--- src/psbs_pkg.sv ---
// Shared constants, codes and types of the prefix-sum bucket search block.
package psbs_pkg;

  // Table depth and prefix-sum width.
  localparam int MAX_BUCKETS = 1024;
  localparam int SUM_BITS    = 24;

  // Fixed field widths of the item channels.
  localparam int VALUE_W   = 24;
  localparam int ACTION_W  = 2;
  localparam int OUT_IDX_W = 11;

  // Derived widths: table address, bucket count and the common compare width.
  localparam int ADDR_W = (MAX_BUCKETS > 1) ? $clog2(MAX_BUCKETS) : 1;
  localparam int CNT_W  = $clog2(MAX_BUCKETS + 1);
  localparam int CMP_W  = (SUM_BITS > VALUE_W) ? SUM_BITS : VALUE_W;

  // Action codes carried by an input item.
  typedef enum logic [ACTION_W-1:0] {
    ACT_CLEAR  = 2'd0,
    ACT_APPEND = 2'd1,
    ACT_QUERY  = 2'd2
  } action_t;

  // Access request from the controller to the prefix table.
  typedef struct packed {
    logic                we;
    logic [ADDR_W-1:0]   waddr;
    logic [SUM_BITS-1:0] wdata;
    logic                re;
    logic [ADDR_W-1:0]   raddr;
  } tbl_req_t;

endpackage

--- src/psbs_ctrl.sv ---
// Controller: running total, appends, binary search sequencer and result register.
module psbs_ctrl (
  input  logic                            clk,
  input  logic                            rst_n,
  input  logic                            in_valid,
  output logic                            in_ready,
  input  logic [psbs_pkg::ACTION_W-1:0]   in_action,
  input  logic [psbs_pkg::VALUE_W-1:0]    in_value,
  output logic                            out_valid,
  input  logic                            out_ready,
  output logic [psbs_pkg::OUT_IDX_W-1:0]  out_index,
  output logic                            out_oor,
  output psbs_pkg::tbl_req_t              req,
  input  logic [psbs_pkg::SUM_BITS-1:0]   rdata
);

  typedef enum logic [1:0] {
    ST_IDLE,
    ST_SEARCH,
    ST_DONE
  } state_t;

  localparam logic [psbs_pkg::CMP_W:0] SUM_MAX =
    (psbs_pkg::CMP_W + 1)'({psbs_pkg::SUM_BITS{1'b1}});

  state_t                          state_r, state_nxt;
  logic [psbs_pkg::CNT_W-1:0]      count_r, count_nxt;
  logic [psbs_pkg::SUM_BITS-1:0]   total_r, total_nxt;
  logic [psbs_pkg::CMP_W-1:0]      label_r, label_nxt;
  logic [psbs_pkg::CNT_W-1:0]      lo_r, lo_nxt;
  logic [psbs_pkg::CNT_W-1:0]      hi_r, hi_nxt;
  logic [psbs_pkg::CNT_W-1:0]      mid_r, mid_nxt;
  logic [psbs_pkg::OUT_IDX_W-1:0]  res_idx_r, res_idx_nxt;
  logic                            res_oor_r, res_oor_nxt;
  logic                            out_valid_r, out_valid_nxt;
  logic [psbs_pkg::OUT_IDX_W-1:0]  out_index_r, out_index_nxt;
  logic                            out_oor_r, out_oor_nxt;

  logic                            accept;
  logic [psbs_pkg::CMP_W-1:0]      value_ext;
  logic [psbs_pkg::CMP_W:0]        sum_raw;
  logic [psbs_pkg::SUM_BITS-1:0]   sum_sat;
  logic                            table_full;
  logic                            label_oor;
  logic                            less;
  logic [psbs_pkg::CNT_W-1:0]      step_lo;
  logic [psbs_pkg::CNT_W-1:0]      step_hi;
  logic [psbs_pkg::CNT_W-1:0]      step_mid;

  assign in_ready = (state_r == ST_IDLE);
  assign accept   = in_valid && in_ready;

  // Saturating append sum and range check of a label.
  assign value_ext  = psbs_pkg::CMP_W'(in_value);
  assign sum_raw    = (psbs_pkg::CMP_W + 1)'(total_r) + (psbs_pkg::CMP_W + 1)'(value_ext);
  assign sum_sat    = (sum_raw > SUM_MAX) ? {psbs_pkg::SUM_BITS{1'b1}}
                                          : psbs_pkg::SUM_BITS'(sum_raw);
  assign table_full = (count_r >= psbs_pkg::CNT_W'(psbs_pkg::MAX_BUCKETS));
  assign label_oor  = (value_ext == '0) || (value_ext > psbs_pkg::CMP_W'(total_r));

  // One lower-bound step on the entry read for mid_r.
  assign less     = (psbs_pkg::CMP_W'(rdata) < label_r);
  assign step_lo  = less ? (mid_r + psbs_pkg::CNT_W'(1)) : lo_r;
  assign step_hi  = less ? hi_r : mid_r;
  assign step_mid = step_lo + ((step_hi - step_lo) >> 1);

  // Next-state logic and table requests.
  always_comb begin
    state_nxt     = state_r;
    count_nxt     = count_r;
    total_nxt     = total_r;
    label_nxt     = label_r;
    lo_nxt        = lo_r;
    hi_nxt        = hi_r;
    mid_nxt       = mid_r;
    res_idx_nxt   = res_idx_r;
    res_oor_nxt   = res_oor_r;
    out_valid_nxt = out_valid_r && !out_ready;
    out_index_nxt = out_index_r;
    out_oor_nxt   = out_oor_r;
    req.we        = 1'b0;
    req.waddr     = count_r[psbs_pkg::ADDR_W-1:0];
    req.wdata     = sum_sat;
    req.re        = 1'b0;
    req.raddr     = mid_r[psbs_pkg::ADDR_W-1:0];

    case (state_r)
      ST_IDLE: begin
        if (accept) begin
          case (in_action)
            psbs_pkg::ACT_CLEAR: begin
              count_nxt = '0;
              total_nxt = '0;
            end
            psbs_pkg::ACT_APPEND: begin
              if (!table_full) begin
                req.we    = 1'b1;
                total_nxt = sum_sat;
                count_nxt = count_r + psbs_pkg::CNT_W'(1);
              end
            end
            psbs_pkg::ACT_QUERY: begin
              label_nxt = value_ext;
              if (label_oor) begin
                res_idx_nxt = '0;
                res_oor_nxt = 1'b1;
                state_nxt   = ST_DONE;
              end else begin
                // A nonzero total implies at least one bucket in the table.
                lo_nxt    = '0;
                hi_nxt    = count_r;
                mid_nxt   = count_r >> 1;
                req.re    = 1'b1;
                req.raddr = mid_nxt[psbs_pkg::ADDR_W-1:0];
                state_nxt = ST_SEARCH;
              end
            end
            default: begin
            end
          endcase
        end
      end
      ST_SEARCH: begin
        lo_nxt = step_lo;
        hi_nxt = step_hi;
        if (step_lo < step_hi) begin
          mid_nxt   = step_mid;
          req.re    = 1'b1;
          req.raddr = step_mid[psbs_pkg::ADDR_W-1:0];
        end else begin
          res_idx_nxt = psbs_pkg::OUT_IDX_W'({1'b0, step_lo} + (psbs_pkg::CNT_W + 1)'(1));
          res_oor_nxt = 1'b0;
          state_nxt   = ST_DONE;
        end
      end
      ST_DONE: begin
        // Hand the result over once the output register is free.
        if (!out_valid_r || out_ready) begin
          out_valid_nxt = 1'b1;
          out_index_nxt = res_idx_r;
          out_oor_nxt   = res_oor_r;
          state_nxt     = ST_IDLE;
        end
      end
      default: begin
        state_nxt = ST_IDLE;
      end
    endcase
  end

  // State, counters and registered outputs.
  always_ff @(posedge clk) begin
    if (!rst_n) begin
      state_r     <= ST_IDLE;
      count_r     <= '0;
      total_r     <= '0;
      out_valid_r <= 1'b0;
    end else begin
      state_r     <= state_nxt;
      count_r     <= count_nxt;
      total_r     <= total_nxt;
      out_valid_r <= out_valid_nxt;
    end
    label_r     <= label_nxt;
    lo_r        <= lo_nxt;
    hi_r        <= hi_nxt;
    mid_r       <= mid_nxt;
    res_idx_r   <= res_idx_nxt;
    res_oor_r   <= res_oor_nxt;
    out_index_r <= out_index_nxt;
    out_oor_r   <= out_oor_nxt;
  end

  assign out_valid = out_valid_r;
  assign out_index = out_index_r;
  assign out_oor   = out_oor_r;

endmodule

--- config.mk ---
export PLATFORM = sky130hd
export DESIGN_NAME = psbs_ctrl
export DESIGN_NICKNAME = d
export VERILOG_FILES = /design/src/psbs_pkg.sv /design/src/psbs_ctrl.sv
export SDC_FILE = /design/constraint.sdc
export NUM_CORES = 1
export LEC_CHECK = 0
export BUFFER_PORTS_ARGS = -buffer_cell sky130_fd_sc_hd__buf_2
export CAP_MARGIN = 10
export CORE_AREA = 2 2 123 125
export CTS_CLUSTER_SIZE = 16
export DETAILED_ROUTE_END_ITERATION = 12
export DIE_AREA = 0 0 125 127
export PLACE_DENSITY_LB_ADDON = 0.1
export SLEW_MARGIN = 30
export SYNTH_ARGS = -nofsm -noshare
export SYNTH_HDL_FRONTEND = slang
export SYNTH_SLANG_ARGS = --single-unit
--- constraint.sdc ---
create_clock -name clk -period 12.27 [get_ports clk]
set_input_delay 1.227 -clock clk [delete_from_list [all_inputs] [get_ports clk]]
set_output_delay 1.227 -clock clk [all_outputs]
set_load 0.05 [all_outputs]
-- Yosys cells after proc, flatten, opt, wreduce, memory -nomap -nowiden
Index checks and enable logic that the tools add are counted.
- bits in registers: 119
- input bits: 54
- output and inout port bits: 60
- logic and storage cells: 100
- add/subtract/negate cells: 6
- order comparisons: 5
- equality and inequality tests: 12
- multiplexer cells: 47
- reductions and logical operators: 18
- operator list (cell ; count):
    11-bit 2-to-1 mux ; 21
    11-bit one-hot mux with 2 select lines ; 6
    24-bit 2-to-1 mux ; 2
    24-bit one-hot mux with 2 select lines ; 1
    11-bit by 1-bit adder with 11-bit output (second input constant) ; 3
    24-bit by 24-bit adder with 25-bit output ; 1
    25-bit by 24-bit greater-than comparator with 1-bit output (second input constant) ; 1
    24-bit greater-than comparator ; 1
    24-bit logical NOT ; 1
    24-bit less-than comparator ; 1
    4-bit AND reduction ; 3
    11-bit by 10-bit adder with 11-bit output ; 1
    11-bit greater-or-equal comparator (second input constant) ; 1
    11-bit less-than comparator ; 1
    11-bit subtractor ; 1
    1-bit 2-to-1 mux ; 10
    2-bit 2-to-1 mux ; 5
    2-bit inequality test (second input constant) ; 5
    5-bit AND reduction ; 2
    2-bit by 1-bit inequality test with 1-bit output (second input constant) ; 3
    2-bit one-hot mux with 3 select lines ; 1
    2-bit by 1-bit equality test with 1-bit output (second input constant) ; 2
    2-bit equality test (second input constant) ; 2
    2-bit logical NOT ; 2
    other kinds (7) ; 11

-- Longest topological paths before layout
- depth in word-level cells: 6
- gate-level depth with buffers: 26

-- Least setup slack after synthesis
No wires, ideal clock.
- path kind: in2out
- start point: input rdata[1] (netlist name)
- end point: output req[9] (netlist name)
- arrival time: 6021 ps
- data required time: 11043 ps
- path slack: 5022 ps
- stages on the path: 24
- path buffers: 2
- cell sequence: ha_1 -> o21ai_0 -> o21a_1 -> o21ai_0 -> a31o_2 -> nor2_1 -> buf_2 -> buf_2 -> mux2i_1 -> ha_1 -> inv_1 -> fa_1 -> a21o_1 -> a21oi_1 -> o21bai_1 -> a21oi_1 -> xnor2_1 -> ha_1 -> or2_2 -> a21oi_1 -> o31ai_1 -> a21oi_1 -> xnor2_1 -> a221o_1
- RTL lines (what ; RTL line ; source):
    start: declaration ; psbs_ctrl.sv:14 ; input logic [psbs_pkg::SUM_BITS-1:0] rdata
    end: declaration ; psbs_ctrl.sv:13 ; output psbs_pkg::tbl_req_t req,

==> metrics.cfg <==
[clock_tree]
cts_buffers = 17
path_clk_slew_ps = 60
cts_resized = 0
clock-sinks = 119
clockRootBuffer = clkbuf_16
cts_setup_buffers = 0
clk-insertion-delay-late_ps = 420
hold_buffers = 0
clockBufferDepth = 2
htreeDepth = 4
cts_tree = built

[finish]
post-route-util_pct = 71.72
seq_area_um2 = 3193
nFillCells = 1135
drive_gt1_share_pct = 18.16
multi_input_area_um2 = 5355
n_antenna_cell = 0
syn_to_final_growth_pct = 13.63
nets = 1246

[hold_path]
holdPathStages = 0
min_from = res_idx_r[9]
hp-class = reg2reg
whs_endpoint = out_index[9]

[worst_setup_path]
cp.arrival_ps = 6720
rr_worst_depth = 23
cp.required_ps = 11040
crit_buf_inv = 5
path_class = in2out
crit_top_cell = ha_1
cp_max_fo = 30
critPathLaunchType = input pin
slowest_stage = a2111oi_0
rr_endpoint = mid_r[9]
path_cells = buf_2, ha_1, nand4_1, nor4_1, a22oi_1, a31oi_1, nor2_2, buf_4, mux2_2, ha_1, inv_1, fa_1, a21o_1, a21oi_1, xnor2_1, ha_1, inv_1, o21bai_1, a2111oi_0, o31ai_1, a21oi_1, xnor2_1, a221o_1, buf_2
slowest_delay_ps = 640
cp_top_family = compound AO/OA/AOI/OAI gates
endpoint_kind = primary output
r2r-start = label_r[18]
r2r_slack_ps = 6520

[drt]
via_count = 7706
routed_wl_um = 22940
dr.pass1.iters = 5
routed_via_density = 5.969
drc_errors = 0
avgRoutedWirePerCell_um = 17.77
antenna_left = 0
first_iter_violations = 615

[yosys]
postSynthAreaPerCell_um2 = 9.113
synth_area_leaders = edfxtp_1 (27%), ha_1 (13%), dfxtp_1 (8.4%), nand2_1 (4.1%), inv_1 (3.7%)
yosysMostFrequentCell = nand2_1
synth_common_cells = nand2_1 (99), ha_1 (95), inv_1 (90)
syn_area_um2 = 9104
synth-seq-area-share_pct = 35.07
ys_seq_elements = 119
yosysTopAreaCell = edfxtp_1
ys_warn_count = 0
synth_edf_count = 81
ys.flop_type = edfxtp_1
netlist_instances = 999
syn_nets = 1151
ys_async_sr_fraction_pct = 0
yosysTopAreaCellShare_pct = 26.72
synth_cell_types = 80

[sta]
final-setup-viol-count = 0
min_period_over_period_pct = 64.75
slew_headroom_pct = 38.26
grt_setup_unrepaired = no
tns_ps = 0
finalCriticalPeriod_ps = 7945
worst_slew_pin_slew_ps = 926.1
clock.fmax_mhz = 125.9
fin_skew_ps = 11.28
hold_viol_final = 0
finalMaxSlewViolations = 0

[power]
power.density_nw_per_um2 = 160.2
seqPwrFrac_pct = 30.8
p_clk_share_pct = 29.8
leakage_nw = 4.454
power.switching_w = 0.0006425
combPwrFrac_pct = 39.4
internal_power_w = 0.001015
vdd_ir_drop_max_mv = 0.1072
swShare_pct = 38.76

[floorplan]
dieArea_um2 = 15880
dieWidth_um = 125
pin_count = 114
start_util_pct = 63.12
row_count = 44
coreArea_um2 = 14420
fp.dieH_um = 127

[place]
io_buffers = 113
gp_congestion = 0.9575
dp_hpwl_um = 17100

[grt]
grt_pass1_vias = 7093
track_usage_pct = 29.08
grt_overflow_total = 0
grt_pass1_wl_um = 36740
grt_max_degree = 43
antenna_found_initial = 0

[run_status]
outcome = finished, final reports clean

[flow_run]
max_cap_violations = 0

-- how the worst max path moves through the flow --
stage	slack [ps]	from	end	cells after the start
after CTS	4430	rdata[20]	req[9]	24
after global routing	3920	rdata[17]	req[9]	23
after floorplan	5020	rdata[1]	req[9]	24
after detailed placement	4480	rdata[18]	req[9]	24
final	4330	rdata[18]	req[9]	24
after global placement	4690	rdata[20]	req[9]	24
-- state kept, by name, indices dropped and copies added, names as in the netlist --
register and flops:
out_index 11, hi_r 11, lo_r 11, state_r 2, out_valid 1, total_r 24
res_oor_r 1, res_idx_r 11, mid_r 11, count_r 11, label_r 24, out_oor 1
-- power groups by stage --
stage | Sequential (W) | Combinational (W) | Clock (W)
final | 0.000511 | 0.000653 | 0.000494
after global routing | 0.000515 | 0.000708 | 0.000517
after CTS | 0.000511 | 0.000645 | 0.000497
after detailed placement | 0.000519 | 0.000636 | 0
after global placement | 0.000517 | 0.000629 | 0
after floorplan | 0.000526 | 0.000481 | 0
-- cells by family (layout without fill, tap and decap cells) --
logic type	after synthesis	after routing	share of synthesized area, %
and+or+nand+nor	331	331	18.73
AOI/OAI and AO/OA	226	226	17.07
buffers and inverters	140	248	6.418
DFF	119	119	35.07
adders and majority gates	98	98	13.72
xor gates and xnor gates	52	52	5.003
muxes	33	33	3.986
-- layer usage --
layer	global-route usage (%)	up-vias	routed length (um)	part of all wire, %
met1	42.86	3620	10710	47
li1	-	3775	-	-
met4	8.301	0	287	1.3
met2	43.67	289	9939	43
met3	5.946	22	2002	8.7
met5	0	-	0	0
-- stage by stage --
stage          instance area, um^2  cells  power [W]  setup WS (ps)  hold WS (ps)
4_1_cts                      10340   1291   0.001652           4427         416.0
3_3_place_gp                  9762   1259   0.001145           4687         401.4
6_report                     10340   1291   0.001658           4325         413.2
3_5_place_dp                  9762   1259   0.001155           4485         404.5
2_1_floorplan                 9104    999   0.001007           5022         400.3
5_1_grt                      10340   1291   0.001740           3923         427.1
-- cell usage in the layout (no fill, tap or decap), types with 7 or more instances in the layout --
master | Yosys | routed
clkbuf_16 | 0 | 17
or3_1 | 24 | 24
o21ai_0 | 40 | 40
nor3_1 | 14 | 13
buf_4 | 10 | 9
nand3_1 | 19 | 19
nand4_1 | 16 | 16
a21boi_1 | 13 | 13
ha_1 | 95 | 95
a21o_1 | 13 | 13
edfxtp_1 | 81 | 81
nor2_1 | 66 | 64
a211oi_1 | 9 | 9
nor3b_1 | 8 | 7
mux2_2 | 16 | 16
xnor2_1 | 38 | 38
dfxtp_1 | 38 | 38
and3_1 | 8 | 8
and2_1 | 11 | 11
xor2_1 | 14 | 14
mux2i_1 | 13 | 13
nand2b_1 | 10 | 10
inv_1 | 90 | 90
nand2_1 | 99 | 99
o31ai_1 | 23 | 23
a21oi_1 | 57 | 57
nor4_1 | 15 | 15
nor2b_1 | 16 | 15
buf_2 | 11 | 113
-- final cells by class --
cell class / instances / area share (%)
Sequential cell: 119 / 30.87
Multi-Input combinational cell: 740 / 51.77
Inverter: 94 / 3.411
Clock buffer: 18 / 4.149
Timing Repair Buffer: 122 / 6.120
Tap cell: 184 / 2.225
Clock inverter: 14 / 1.463
Note: power is estimated with default switching activity, not from simulation.
